## src/rtl/pkts_pkg.sv

```systemverilog
// ----------------------------------------------------------------------------
// pkts_pkg
// Shared types and constants of the per-key traffic statistics table.
// ----------------------------------------------------------------------------
package pkts_pkg;

    localparam int MAX_ENTRIES = 16;
    localparam int SLOT_W      = $clog2(MAX_ENTRIES);
    localparam int COUNT_W     = $clog2(MAX_ENTRIES + 1);

    typedef enum logic [1:0] {
        ACT_UPDATE = 2'd0,
        ACT_DUMP   = 2'd1,
        ACT_CLEAR  = 2'd2,
        ACT_NONE   = 2'd3
    } action_t;

    typedef enum logic [2:0] {
        KIND_UPDATED = 3'd0,
        KIND_CREATED = 3'd1,
        KIND_FULL    = 3'd2,
        KIND_CLEARED = 3'd3,
        KIND_ENTRY   = 3'd4,
        KIND_EMPTY   = 3'd5
    } kind_t;

    // controller to datapath
    typedef struct packed {
        logic               load;       // capture input item
        logic               scan_clr;   // reset slot pointer
        logic               scan_inc;   // advance slot pointer
        logic               rd;         // read slot at pointer
        logic               claim;      // claim slot at used count
        logic               upd_found;  // update slot at pointer
        logic               clr_slot;   // zero counters at pointer
        logic               div_start;
        logic               emit;       // present result
        kind_t              kind;
        logic               zero_fields;
        logic               last;
    } pkts_cmd_t;

    // datapath to controller
    typedef struct packed {
        logic               match;      // key at pointer equals input key
        logic               ptr_at_end; // pointer equals used count
        logic               ptr_is_last;// pointer + 1 equals used count
        logic               full;
        logic               empty;
        logic               div_done;
        logic               out_busy;   // result register holds an item
    } pkts_sts_t;

endpackage

```

## src/rtl/pkts_ctrl.sv

```systemverilog
// ----------------------------------------------------------------------------
// pkts_ctrl
// Sequencer for lookup, update, clear and dump of the statistics table.
// ----------------------------------------------------------------------------
module pkts_ctrl
    import pkts_pkg::*;
(
    input  logic      clk,
    input  logic      rst_n,
    input  logic      in_valid,
    output logic      in_ready,
    input  logic [1:0] action,
    input  logic      out_ready,
    input  pkts_sts_t sts,
    output pkts_cmd_t cmd
);

    typedef enum logic [3:0] {
        S_IDLE,
        S_SRCH_RD,
        S_SRCH_CMP,
        S_UPD_WR,
        S_UPD_RD,
        S_DIV_START,
        S_DIV_WAIT,
        S_EMIT,
        S_SIMPLE,
        S_CLR
    } state_t;

    state_t    state_reg, state_next;
    logic      dump_reg, dump_next;
    logic      created_reg, created_next;
    kind_t     skind_reg, skind_next;
    logic      out_free;
    action_t   act;

    assign act      = action_t'(action);
    assign out_free = !sts.out_busy || out_ready;
    assign in_ready = (state_reg == S_IDLE);

    always_comb
    begin
        state_next   = state_reg;
        dump_next    = dump_reg;
        created_next = created_reg;
        skind_next   = skind_reg;
        cmd          = '0;
        cmd.kind     = KIND_UPDATED;
        unique case (state_reg)
            S_IDLE:
            begin
                if (in_valid)
                begin
                    cmd.load     = 1'b1;
                    cmd.scan_clr = 1'b1;
                    unique case (act)
                        ACT_UPDATE:
                        begin
                            dump_next    = 1'b0;
                            created_next = 1'b0;
                            state_next   = S_SRCH_RD;
                        end
                        ACT_DUMP:
                        begin
                            dump_next = 1'b1;
                            if (sts.empty)
                            begin
                                skind_next = KIND_EMPTY;
                                state_next = S_SIMPLE;
                            end
                            else
                                state_next = S_UPD_RD;
                        end
                        ACT_CLEAR:  state_next = S_CLR;
                        ACT_NONE:   state_next = S_IDLE;
                    endcase
                end
            end
            S_CLR:
            begin
                if (sts.ptr_at_end)
                begin
                    skind_next = KIND_CLEARED;
                    state_next = S_SIMPLE;
                end
                else
                begin
                    cmd.clr_slot = 1'b1;
                    cmd.scan_inc = 1'b1;
                end
            end
            S_SRCH_RD:
            begin
                if (sts.ptr_at_end)
                begin
                    if (sts.full)
                    begin
                        skind_next = KIND_FULL;
                        state_next = S_SIMPLE;
                    end
                    else
                    begin
                        cmd.claim    = 1'b1;
                        created_next = 1'b1;
                        state_next   = S_UPD_RD;
                    end
                end
                else
                begin
                    cmd.rd     = 1'b1;
                    state_next = S_SRCH_CMP;
                end
            end
            S_SRCH_CMP:
            begin
                if (sts.match)
                    state_next = S_UPD_WR;
                else
                begin
                    cmd.scan_inc = 1'b1;
                    state_next   = S_SRCH_RD;
                end
            end
            S_UPD_WR:
            begin
                cmd.upd_found = 1'b1;
                state_next    = S_UPD_RD;
            end
            S_UPD_RD:
            begin
                cmd.rd     = 1'b1;
                state_next = S_DIV_START;
            end
            S_DIV_START:
            begin
                cmd.div_start = 1'b1;
                state_next    = S_DIV_WAIT;
            end
            S_DIV_WAIT:
            begin
                if (sts.div_done)
                    state_next = S_EMIT;
            end
            S_EMIT:
            begin
                if (out_free)
                begin
                    cmd.emit = 1'b1;
                    if (dump_reg)
                    begin
                        cmd.kind = KIND_ENTRY;
                        cmd.last = sts.ptr_is_last;
                        if (sts.ptr_is_last)
                            state_next = S_IDLE;
                        else
                        begin
                            cmd.scan_inc = 1'b1;
                            state_next   = S_UPD_RD;
                        end
                    end
                    else
                    begin
                        cmd.kind   = created_reg ? KIND_CREATED : KIND_UPDATED;
                        cmd.last   = 1'b1;
                        state_next = S_IDLE;
                    end
                end
            end
            S_SIMPLE:
            begin
                if (out_free)
                begin
                    cmd.emit        = 1'b1;
                    cmd.kind        = skind_reg;
                    cmd.zero_fields = 1'b1;
                    cmd.last        = 1'b1;
                    state_next      = S_IDLE;
                end
            end
            default: state_next = S_IDLE;
        endcase
    end

    always_ff @(posedge clk or negedge rst_n)
    begin
        if (!rst_n)
        begin
            state_reg   <= S_IDLE;
            dump_reg    <= 1'b0;
            created_reg <= 1'b0;
            skind_reg   <= KIND_EMPTY;
        end
        else
        begin
            state_reg   <= state_next;
            dump_reg    <= dump_next;
            created_reg <= created_next;
            skind_reg   <= skind_next;
        end
    end

    a_one_write: assert property (@(posedge clk) disable iff (!rst_n)
        $countones({cmd.claim, cmd.upd_found, cmd.clr_slot}) <= 1)
        else $error("conflicting slot writes");
    a_load_idle: assert property (@(posedge clk) disable iff (!rst_n)
        cmd.load |-> state_reg == S_IDLE)
        else $error("load outside idle");
    a_div_emit: assert property (@(posedge clk) disable iff (!rst_n)
        (state_reg == S_DIV_WAIT && sts.div_done) |=> state_reg == S_EMIT)
        else $error("quotient not taken");

endmodule
```

## config.mk

```make
export PLATFORM = sky130hd
export DESIGN_NAME = pkts_ctrl
export DESIGN_NICKNAME = d
export VERILOG_FILES = /design/src/rtl/pkts_pkg.sv /design/src/rtl/pkts_ctrl.sv
export SDC_FILE = /design/constraint.sdc
export NUM_CORES = 1
export LEC_CHECK = 0
export BUFFER_PORTS_ARGS = -buffer_cell sky130_fd_sc_hd__clkbuf_2
export CAP_MARGIN = 20
export CORE_ASPECT_RATIO = 1.75
export CORE_UTILIZATION = 32
export CTS_BUF_LIST = sky130_fd_sc_hd__clkbuf_2
export DETAILED_ROUTE_END_ITERATION = 7
export MAX_ROUTING_LAYER = met4
export PLACE_DENSITY = 0.51
export SETUP_SLACK_MARGIN = 0.5
export SLEW_MARGIN = 10
export SYNTH_ARGS = -nofsm -noshare
export SYNTH_HDL_FRONTEND = slang
export SYNTH_SLANG_ARGS = --single-unit
```

## constraint.sdc

```tcl
create_clock -name clk -period 1.56 [get_ports clk]
set_input_delay 0.156 -clock clk [delete_from_list [all_inputs] [get_ports clk]]
set_output_delay 0.156 -clock clk [all_outputs]
set_load 0.1 [all_outputs]
```

==> impl_summary.txt, run 1 <==
----------------------------------------------------
[Run status]
  Result of the run ... finished, violations left
  Failing checks ... setup timing

[Finish]
  Share of final-layout standard cells stronger than drive strength 1 ... between 70 and 80%
  Area used by multi-input combinational logic ... roughly 750 um^2
  Area occupied by registers ... 233 um^2
  Most common library cell in the layout ignoring fill and taps ... sky130_fd_sc_hd__buf_4
  # fillers ... about 150
  Top library cells by usage in the layout, fill and taps aside ... sky130_fd_sc_hd__buf_4, sky130_fd_sc_hd__buf_6, sky130_fd_sc_hd__clkbuf_2, sky130_fd_sc_hd__buf_12, sky130_fd_sc_hd__nor2_4
  Max FFs per register ... 4
  Synthesis-to-finish area growth ... 126%
  Final Net Count ... approximately 180
  Antenna cells ... 0

[Synth]
  Total of flip-flops plus latches after synthesis ... 9
  Net count after synthesis ... between 100 and 150
  Sequential element share of the synthesized area ... 28.2%
  Yosys synthesis warning count ... 0
  Post-synthesis instance area ... 807 um^2
  Post-synth top flop ... sky130_fd_sc_hd__dfrtp_1
  Unique masters post-synth ... 50
  Ys async rst share ... 100%
  Post-synth EDFFs ... 0
  Number of instances in the synthesized netlist ... 95
  Average cell area after synthesis ... 8.49 um^2

[Place]
  Routability Congestion ... 0.917
  Total of buffers placed on input and output ports ... 27
  Pre-CTS WS ... -0.0478 ns
  DP HPWL ... 2.08 mm

[Setup path]
  Reg-to-reg critical path startpoint ... state_reg[0]$_DFFE_PN0P_
  CP Data Arrival Time ... 1.72 ns
  Count of buffering cells on the critical path with inverters included ... 1
  Worst flop-to-flop path endpoint ... skind_reg[1]$_DFFE_PN0P_
  Critical Path Fanout Max ... 4
  Critical path capture point type ... output pin
  Launching element type of the critical path ... flop
  Cell Chain, Critical Path ... nand2b_4 > or3_4 > nor3b_4 > buf_12
  Worst Reg2Reg Path Length in Cells ... 8
  Start point of the critical path ... state_reg[1]$_DFFE_PN0P_
  Worst Path Class, Setup ... reg2out
  Top delay family on crit path ... simple AND/OR/NAND/NOR gates
  Number of stages on the worst setup path ... 4
  Slowest stage cell on the critical path ... sky130_fd_sc_hd__dfrtp_2
  Setup slack of the most critical reg-to-reg path ... -0.19 ns
  Required time at the worst-slack endpoint ... about 1.4 ns
  Critical path's largest stage delay ... 0.44 ns

[STA]
  Share of the clock period used by the worst path ... 120%
  Unrepaired setup endpoints after global routing ... yes
  Slew headroom ... 80.8%
  Max frequency ... 533 MHz
  Min Tclk post-route ... 1.88 ns
  Slew at the pin with the worst max-slew slack ... 0.288 ns
  Smallest setup slack after layout ... -0.318 ns
  Worst-case clock skew ... 0.00864 ns
  Number of slew-limit violations in the final report ... 0
  Final hold violations ... 0
  Hold Slack ... 0.205 ns
  Finish-stage setup viols ... 21

[Clock tree]
  Clock H-tree levels ... 1
  Clk Latency, worst-skew pair ... 0.28 ns
  CTS Buf Count ... 3
  Num Clock Sinks ... 9
  CTS root buf ... sky130_fd_sc_hd__clkbuf_2
  CTS tree ... built
  Clock slew seen by the registers of the worst setup and hold paths ... around 0.10 ns
  Maximum buffer depth of the clock tree ... 2

[Global routing]
  Gr usage total ... 25.7%
  Pin count of the biggest net entering global routing ... 10
  Via count of the first global-routing pass ... 981
  Global-route wire length before repair ... 4.53 mm
  Global-route congestion overflow total ... 0
  Initial antenna violation count ... 0

[Power]
  Switching share of power ... approximately 50%
  Total chip power ... ~3700 uW
  Clock share of power ... 4.4%
  Internal power ... 1840 uW
  Worst supply voltage drop on vdd ... between 0.0015 and 0.002 V
  Power share of the sequential group ... about an eighth
  Static Leakage ... 0.000785 uW
  Combinational fraction of design power ... 82.3%
  Power per Cell Area ... 2020 nW/um^2
  Power spent charging and discharging nets ... 1840 uW

[Min path]
  Hold Path Class ... in2reg
  Hold wc startpoint ... action[0]
  Worst hold path cell count ... 2
  Terminating pin of the worst hold path ... dump_reg$_DFFE_PN0P_

[Route]
  First-pass iteration count of the detailed router ... 4
  Total routed wirelength ... approximately 3.3 mm
  Initial DRC Count ... 29
  Via count ... 1038
  Final routed DRC violation total ... 0
  Routed wire per std cell ... about 18 um
  Antenna-violating nets left ... 0
  Via-per-instance ratio ... 5.58

[Floorplanning]
  Y dimension of the die ... 68.4 um
  Core Area ... 2330 um^2
  Die boundary width ... 40.0 um
  Number of top-level pins ... 28
  Die ar. ... 2730 um^2
  Initial core utilization ... 34.6%
  # rows ... 23

[Flow run]
  Max cap viols ... 0

----------------------------------------------------
[metrics by stage]
| stage | cell area [um^2] | cells | utilization (%) | setup TNS (ns) |
|---|---|---|---|---|
| floorplan | 952 | 95 | - | -10.28 |
| global placement | 1420 | 160 | 60.8 | -0.0240 |
| detailed placement | 1420 | 160 | 60.8 | -0.105 |
| CTS | 1720 | 178 | 73.6 | -2.99 |
| global route | 1820 | 186 | 78.2 | -4.87 |
| finish | 1820 | 186 | 78.2 | -3.81 |
[final cells by class]
| class | count | share of cell area (%) |
|---|---|---|
| Sequential cell | 9 | 12.8 |
| Multi-Input combinational cell | 74 | 40.9 |
| Tap cell | 25 | 1.72 |
| Timing Repair Buffer | 69 | 42.2 |
| Inverter | 5 | 1.24 |
| Clock buffer | 4 | 1.10 |
[power by group through the flow]
stage | registers [uW] | logic, uW | clock network (uW)
after floorplan | 459 | 1590 | 0
final | 489 | 3030 | 162
after CTS | 486 | 2830 | 154
after global placement | 485 | 2300 | 0
after detailed placement | 486 | 2330 | 0
after global routing | 502 | 3150 | 173
[Yosys cell counts, drive strengths merged (3+ instances only)]
library cell  count  share of area (%)
a21oi             3                1.9
nand2b            3                2.3
buf               6                5.9
nand2             7                3.3
nor3              5                3.7
dfrtp             7                 22
o21ai             3                1.9
nor4              3                3.9
inv               5                2.3
nor2b             3                2.3
nor2             11                5.4
[worst reg2reg max path, cell delays in order (launching register included)]
cell and delay [ns]:
sky130_fd_sc_hd__dfrtp_2 0.47, sky130_fd_sc_hd__buf_6 0.13, sky130_fd_sc_hd__buf_6 0.12, sky130_fd_sc_hd__buf_6 0.12, sky130_fd_sc_hd__nor2_4 0.08, sky130_fd_sc_hd__nand2_1 0.07, sky130_fd_sc_hd__a221o_1 0.35, sky130_fd_sc_hd__buf_4 0.15
sky130_fd_sc_hd__a21o_1 0.15
[timing repair]
| item | 4_1_cts | 5_1_grt |
|---|---|---|
| pin swaps | 17 | 13 |
| hold endpoints to repair | 9 | 0 |
| endpoints found under the setup margin | 24 | 24 |
| hold buffers | 1 | 0 |
| resized for setup | 40 | 11 |
| setup buffers | 13 | 8 |
[cells by family (layout without fill, tap and decap cells)]
logic type	after synthesis	in the layout	synth area share, %
buf+inv	12	78	8.68
simple gates	47	47	36.4
flops	9	9	28.2
xor+xnor	1	1	1.09
mux	3	3	4.50
compound gates	23	23	21.1
[routing by layer]
metal / track usage [%] / share of wire (%)
met5: - / 0
met4: 17.2 / 3.4
met3: 4.22 / 3.2
met2: 42.5 / 55
met1: 26.0 / 39
[worst max path at each step]
stage | end | slack [ns]
after detailed placement | dump_reg$_DFFE_PN0P_ | -0.05
final | cmd[9] | -0.32
after global routing | cmd[9] | -0.36
after CTS | cmd[9] | -0.28
after floorplan | cmd[13] | -1.13
after global placement | cmd[9] | -0.02
(Power assumes the default switching activity.)
==> inputs of run 2 (changes only) <==
--- a/config.mk
+++ b/config.mk
@@ -5,14 +5,14 @@
 export SDC_FILE = /design/constraint.sdc
 export NUM_CORES = 1
 export LEC_CHECK = 0
-export BUFFER_PORTS_ARGS = -buffer_cell sky130_fd_sc_hd__clkbuf_2
 export CAP_MARGIN = 20
 export CORE_ASPECT_RATIO = 1.75
 export CORE_UTILIZATION = 32
 export CTS_BUF_LIST = sky130_fd_sc_hd__clkbuf_2
 export DETAILED_ROUTE_END_ITERATION = 7
+export DONT_BUFFER_PORTS = 1
 export MAX_ROUTING_LAYER = met4
-export PLACE_DENSITY = 0.51
+export PLACE_DENSITY = 0.42
 export SETUP_SLACK_MARGIN = 0.5
 export SLEW_MARGIN = 10
 export SYNTH_ARGS = -nofsm -noshare
==> impl_summary.txt, run 2 (synthesis gave the netlist of run 1 again) <==
----------------------------------------------------
[Run status]
  Result of the run ... finished, violations left
  Failing checks ... setup timing

[Flow run]
  Max cap viols ... 0 (unchanged)

[Setup path]
  Critical Path Fanout Max ... 5 (+1)
  Required time at the worst-slack endpoint ... 1.40 ns (about the same)
  Top delay family on crit path ... buffers and inverters
  Worst Path Class, Setup ... reg2out
  Count of buffering cells on the critical path with inverters included ... 4 (+3)
  Critical path's largest stage delay ... 0.45 ns (about the same)
  Critical path capture point type ... output pin
  CP Data Arrival Time ... 1.67 ns (-0.05 ns)
  Launching element type of the critical path ... flop
  Slowest stage cell on the critical path ... sky130_fd_sc_hd__dfrtp_2
  Cell Chain, Critical Path ... buf_6 > nor4_4 > buf_4 > nand2_4 > clkinvlp_4 > buf_12

[Clock tree]
  Num Clock Sinks ... 9 (unchanged)
  Clock H-tree levels ... 1 (unchanged)
  Maximum buffer depth of the clock tree ... 2 (unchanged)
  CTS tree ... built
  CTS root buf ... sky130_fd_sc_hd__clkbuf_2
  CTS Buf Count ... 3 (unchanged)
  Clk Latency, worst-skew pair ... 0.24 ns (-0.04 ns)
  Clock slew seen by the registers of the worst setup and hold paths ... 0.10 ns (about the same)

[STA]
  Unrepaired setup endpoints after global routing ... yes
  Final hold violations ... 0 (unchanged)
  Max frequency ... 549 MHz (+3.0%)
  Hold Slack ... 0.0582 ns (-0.146 ns)
  Finish-stage setup viols ... 21 (unchanged)
  Share of the clock period used by the worst path ... 117% (-3.5 points)
  Slew at the pin with the worst max-slew slack ... 0.437 ns (+0.149 ns)
  Slew headroom ... 70.7% (-10 points)
  Number of slew-limit violations in the final report ... 0 (unchanged)
  Min Tclk post-route ... 1.82 ns (-0.0547 ns)
  Smallest setup slack after layout ... -0.263 ns (+0.0547 ns)
  Worst-case clock skew ... 0.000929 ns (-0.00771 ns)

[Place]
  Cells after DPL ... 144 (-10%)
  DP HPWL ... 2.03 mm (-2.7%)
  Instance area after placement ... 1270 um^2 (-10%)
  Total of buffers placed on input and output ports ... 0 (-100%)
  Routability Congestion ... 0.808 (-12%)

[Route]
  Via count ... 934 (-10%)
  Total routed wirelength ... 2.80 mm (-14%)
  Via-per-instance ratio ... 5.66 (+1.4%)
  Routed wire per std cell ... 17.0 um (-3.4%)
  Final routed DRC violation total ... 0 (unchanged)
  First-pass iteration count of the detailed router ... 5 (+1)
  Antenna-violating nets left ... 0 (unchanged)
  Initial DRC Count ... 24 (-17%)

[Min path]
  Hold Path Class ... in2reg

[Global routing]
  Global-route wire length before repair ... 3.99 mm (-12%)
  Via count of the first global-routing pass ... 848 (-14%)
  Pin count of the biggest net entering global routing ... 10 (unchanged)
  Global-route congestion overflow total ... 0 (unchanged)
  Gr usage total ... 22.6% (-3.1 points)
  Initial antenna violation count ... 0 (unchanged)

[Finish]
  Max FFs per register ... 4 (unchanged)
  Share of final-layout standard cells stronger than drive strength 1 ... 65.0% (-8.3 points)
  Top library cells by usage in the layout, fill and taps aside ... sky130_fd_sc_hd__buf_4, sky130_fd_sc_hd__buf_6, sky130_fd_sc_hd__buf_12, sky130_fd_sc_hd__nor2_4, sky130_fd_sc_hd__nand2_1
  Filler-free cell count of the finished design ... 165 (-11%)
  Antenna cells ... 0 (unchanged)
  Total non-filler cell area in the finished layout ... 1590 um^2 (-13%)
  Synthesis-to-finish area growth ... 96.9%
  Most common library cell in the layout ignoring fill and taps ... sky130_fd_sc_hd__buf_4
  Final Net Count ... 154 (-12%)

[Floorplanning]
  Die boundary width ... 40.0 um (unchanged)
  Y dimension of the die ... 68.4 um (unchanged)
  Initial core utilization ... 34.6% (unchanged)
  # rows ... 23 (unchanged)
  Die ar. ... 2730 um^2 (unchanged)
  Core Area ... 2330 um^2 (unchanged)
  Number of top-level pins ... 28 (unchanged)

[Power]
  Worst supply voltage drop on vdd ... 0.00176 V (+10%)
  Static Leakage ... 0.000661 uW (-16%)
  Power per Cell Area ... 2110 nW/um^2 (+4.1%)
  Total chip power ... 3350 uW (-9.2%)

----------------------------------------------------
[run 2: power by group]
part / leakage (uW) / total [uW] / switching (uW) / internal (uW)
logic: 0.000542 / 2700 / 1490 / 1210
clock network: 0.0000166 / 153 / 84.5 / 68.1
registers: 0.000102 / 495 / 129 / 366
total: 0.000661 / 3350 / 1700 / 1640
[run 2: worst paths after layout]
| check | from | cells past startpoint | to | slack (ns) |
|---|---|---|---|---|
| worst min register to register | skind_reg[2]$_DFFE_PN1P_ | 2 | skind_reg[2]$_DFFE_PN1P_ | 0.50 |
| max in group asynchronous | rst_n | 1 | skind_reg[2]$_DFFE_PN1P_ | 0.95 |
| min in group asynchronous | rst_n | 1 | state_reg[2]$_DFFE_PN0P_ | 0.28 |
| worst min-delay path | action[0] | 1 | dump_reg$_DFFE_PN0P_ | 0.06 |
| worst max-delay path | state_reg[2]$_DFFE_PN0P_ | 6 | cmd[12] | -0.26 |
| worst max register to register | state_reg[3]$_DFFE_PN0P_ | 7 | skind_reg[0]$_DFFE_PN1P_ | -0.18 |
[run 2: routing by layer]
layer	vias to the layer above	part of all wire, %	track usage, %
met3	12	5.4	7.14
met1	451	35	22.4
met2	31	55	37.9
met5	-	0	-
met4	0	4.1	10.8
li1	440	-	-
[run 2: repair_timing]
action,in CTS,in global routing
hold buffers,1,0
endpoints found under the hold margin,9,0
setup endpoints to repair,24,24
pin swaps,11,10
resized for setup,28,13
setup buffers,11,5
[run 2: per-stage QoR]
step	util (%)	setup TNS (ns)	worst slack [ns]
2_1_floorplan	-	-10.28	-1.13
3_3_place_gp	54.5	-0.148	-0.0406
3_5_place_dp	54.5	-0.220	-0.0339
4_1_cts	64.3	-2.94	-0.280
5_1_grt	68.2	-4.64	-0.337
6_report	68.2	-3.09	-0.263
[run 2: area by class of cell]
class	count	area [um^2]
inverters	5	22.5
multi-input cells	74	714
well taps	25	31.3
flip-flops and latches	9	233
repair buffers	48	568
fillers	185	742
clock buffers	4	20.0
==> inputs of run 3 (changes only) <==
--- a/config.mk
+++ b/config.mk
@@ -6,13 +6,12 @@
 export NUM_CORES = 1
 export LEC_CHECK = 0
 export CAP_MARGIN = 20
-export CORE_ASPECT_RATIO = 1.75
-export CORE_UTILIZATION = 32
+export CORE_UTILIZATION = 48
 export CTS_BUF_LIST = sky130_fd_sc_hd__clkbuf_2
 export DETAILED_ROUTE_END_ITERATION = 7
 export DONT_BUFFER_PORTS = 1
 export MAX_ROUTING_LAYER = met4
-export PLACE_DENSITY = 0.42
+export PLACE_DENSITY = 0.59
 export SETUP_SLACK_MARGIN = 0.5
 export SLEW_MARGIN = 10
 export SYNTH_ARGS = -nofsm -noshare
==> impl_summary.txt, run 3 (synthesis gave the netlist of run 1 again) <==
----------------------------------------------------
[Route]
  First-pass iteration count of the detailed router ... 4 (-1)
  Final routed DRC violation total ... 0 (unchanged)
  Via count ... 1049 (+12%)
  Initial DRC Count ... 69 (+190%)
  Via-per-instance ratio ... 7.09 (+25%)
  Routed wire per std cell ... 26.8 um (+58%)
  Antenna-violating nets left ... 0 (unchanged)
  Total routed wirelength ... 3.97 mm (+42%)

[Finish]
  Final Net Count ... 146 (-5.2%)
  Share of final-layout standard cells stronger than drive strength 1 ... 57.6% (-7.4 points)
  Util after Layout ... 93.3% (+25 points)
  Synthesis-to-finish area growth ... 78.3%
  Most common library cell in the layout ignoring fill and taps ... sky130_fd_sc_hd__buf_4
  Top library cells by usage in the layout, fill and taps aside ... sky130_fd_sc_hd__buf_4, sky130_fd_sc_hd__buf_12, sky130_fd_sc_hd__nand2_1, sky130_fd_sc_hd__nor2_1
  Max FFs per register ... 4 (unchanged)
  Antenna cells ... 0 (unchanged)

[STA]
  Final hold violations ... 0 (unchanged)
  Slew headroom ... 69.8% (-0.98 points)
  Slew at the pin with the worst max-slew slack ... 0.452 ns (+0.0147 ns)
  Finish-stage setup viols ... 23 (+9.5%)
  Worst-case clock skew ... 0.00219 ns (+0.00126 ns)
  Smallest setup slack after layout ... -0.407 ns (-0.145 ns)
  Share of the clock period used by the worst path ... 126% (+9.3 points)
  Number of slew-limit violations in the final report ... 0 (unchanged)
  Max frequency ... 508 MHz (-7.4%)
  Unrepaired setup endpoints after global routing ... yes
  Min Tclk post-route ... 1.97 ns (+0.145 ns)

[Clock tree]
  CTS root buf ... sky130_fd_sc_hd__clkbuf_2
  Maximum buffer depth of the clock tree ... 2 (unchanged)
  CTS Buf Count ... 3 (unchanged)
  Clock H-tree levels ... 1 (unchanged)
  Clock slew seen by the registers of the worst setup and hold paths ... 0.11 ns (about the same)
  Num Clock Sinks ... 9 (unchanged)
  CTS tree ... built
  Clk Latency, worst-skew pair ... 0.29 ns (+0.05 ns)

[Setup path]
  Required time at the worst-slack endpoint ... 1.40 ns (about the same)
  Slowest stage cell on the critical path ... sky130_fd_sc_hd__dfrtp_2
  Worst Path Class, Setup ... reg2out
  Critical Path Fanout Max ... 6 (+1)
  Cell Chain, Critical Path ... or2_4 > o22a_1 > nor2_4 > o31a_4
  Critical path's largest stage delay ... 0.48 ns (+0.03 ns)
  Critical path capture point type ... output pin
  Launching element type of the critical path ... flop
  CP Data Arrival Time ... 1.81 ns (+0.14 ns)

[Power]
  Clock share of power ... 5.4% (+0.8 points)
  Switching share of power ... 55.1% (+4.2 points)
  Static Leakage ... 0.000597 uW (-9.7%)
  Power spent charging and discharging nets ... 1800 uW (+5.4%)
  Combinational fraction of design power ... 78.2% (-2.4 points)
  Internal power ... 1460 uW (-11%)
  Worst supply voltage drop on vdd ... 0.00207 V (+18%)
  Power share of the sequential group ... 16.4% (+1.6 points)
  Power per Cell Area ... 2260 nW/um^2 (+7.6%)

[Place]
  Total of buffers placed on input and output ports ... 0 (unchanged)
  Pre-CTS WS ... -0.121 ns (-0.0870 ns)
  DP HPWL ... 1.89 mm (-6.8%)
  Routability Congestion ... 0.925 (+14%)

[Floorplanning]
  Die boundary width ... 43.0 um (+7.6%)
  Core Area ... 1540 um^2 (-34%)
  # rows ... 14 (-39%)
  Number of top-level pins ... 28 (unchanged)
  Y dimension of the die ... 43.0 um (-37%)
  Die ar. ... 1850 um^2 (-32%)
  Initial core utilization ... 52.4% (+18 points)

[Global routing]
  Fraction of met2 tracks used by global routing ... 65.8% (+28 points)
  Global-route congestion overflow total ... 0 (unchanged)
  Pin count of the biggest net entering global routing ... 14 (+4)
  Via count of the first global-routing pass ... 1020 (+20%)
  Met1 Track Usage GR ... 48.0% (+26 points)
  Global-route wire length before repair ... 5.20 mm (+30%)
  Gr usage total ... 39.8% (+17 points)
  Most Used Layer, Global Route ... met2
  Met3 Usage GRT ... 5.53% (-1.6 points)
  Initial antenna violation count ... 0 (unchanged)

[Run status]
  Failing checks ... setup timing
  Result of the run ... finished, violations left

[Min path]
  Hold Path Class ... in2reg

[Flow run]
  Max cap viols ... 0 (unchanged)

----------------------------------------------------
-- run 3: changes by cell type in the layout (fill, tap and decap cells not counted), moves of 2 or more --
cell	previous run	this run
sky130_fd_sc_hd__buf_6	14	4
sky130_fd_sc_hd__buf_12	10	12
sky130_fd_sc_hd__nor2_1	4	6
sky130_fd_sc_hd__nor2_4	6	4
-- run 3: power by group through the flow --
| stage | logic, uW | registers (uW) | clock network, uW |
|---|---|---|---|
| 2_1_floorplan | 1590 | 459 | 0 |
| 3_3_place_gp | 2090 | 477 | 0 |
| 3_5_place_dp | 2130 | 484 | 0 |
| 4_1_cts | 2330 | 495 | 155 |
| 5_1_grt | 2630 | 538 | 184 |
| 6_report | 2550 | 533 | 176 |
-- run 3: cell type report --
cell class | count | area [um^2]
Tap cell | 16 | 20.0
Timing Repair Buffer | 40 | 475
Multi-Input combinational cell | 74 | 669
Inverter | 5 | 22.5
Sequential cell | 9 | 231
Clock buffer | 4 | 20.0
Fill cell | 49 | 103
-- run 3: per-layer routing --
| metal | vias up | share of wire (%) |
|---|---|---|
| li1 | 417 | - |
| met1 | 488 | 33 |
| met2 | 104 | 49 |
| met3 | 40 | 9.8 |
| met4 | 0 | 8.6 |
| met5 | - | 0 |
-- run 3: worst max-delay path: cells and delay by family (launching register included) --
kind / cells / cell delay, ns
AO/OA/AOI/OAI: 2 / 0.59
flip-flops: 1 / 0.48
AND/OR/NAND/NOR: 2 / 0.44
-- run 3: through the flow --
stage	setup TNS, ns	cells	hold slack [ns]	area (um^2)	power, uW
after global routing	-6.36	148	0.00615	1440	3350
after detailed placement	-0.338	134	-0.139	1230	2610
after CTS	-3.05	146	0.0441	1390	2980
after global placement	-0.0499	134	-0.139	1230	2560
after floorplan	-10.28	95	-0.140	952	2050
final	-5.46	148	0.0152	1440	3260
-- run 3: path summary, 6_finish.rpt --
| path | from | slack [ns] | cells past startpoint | to |
|---|---|---|---|---|
| min | action[0] | 0.02 | 1 | dump_reg$_DFFE_PN0P_ |
| max reg2reg | state_reg[0]$_DFFE_PN0P_ | -0.23 | 6 | state_reg[1]$_DFFE_PN0P_ |
| max in group asynchronous | rst_n | 0.99 | 1 | skind_reg[2]$_DFFE_PN1P_ |
| min in group asynchronous | rst_n | 0.23 | 1 | state_reg[3]$_DFFE_PN0P_ |
| min reg2reg | skind_reg[2]$_DFFE_PN1P_ | 0.54 | 2 | skind_reg[2]$_DFFE_PN1P_ |
| max | state_reg[2]$_DFFE_PN0P_ | -0.41 | 4 | cmd[0] |
-- run 3: repair_timing --
action | 4_1_cts | 5_1_grt
gates resized for setup | 18 | 8
hold buffers | 1 | 0
pin swaps | 6 | 8
endpoints found under the hold margin | 9 | 0
setup buffers | 7 | 2
setup endpoints to repair | 24 | 24
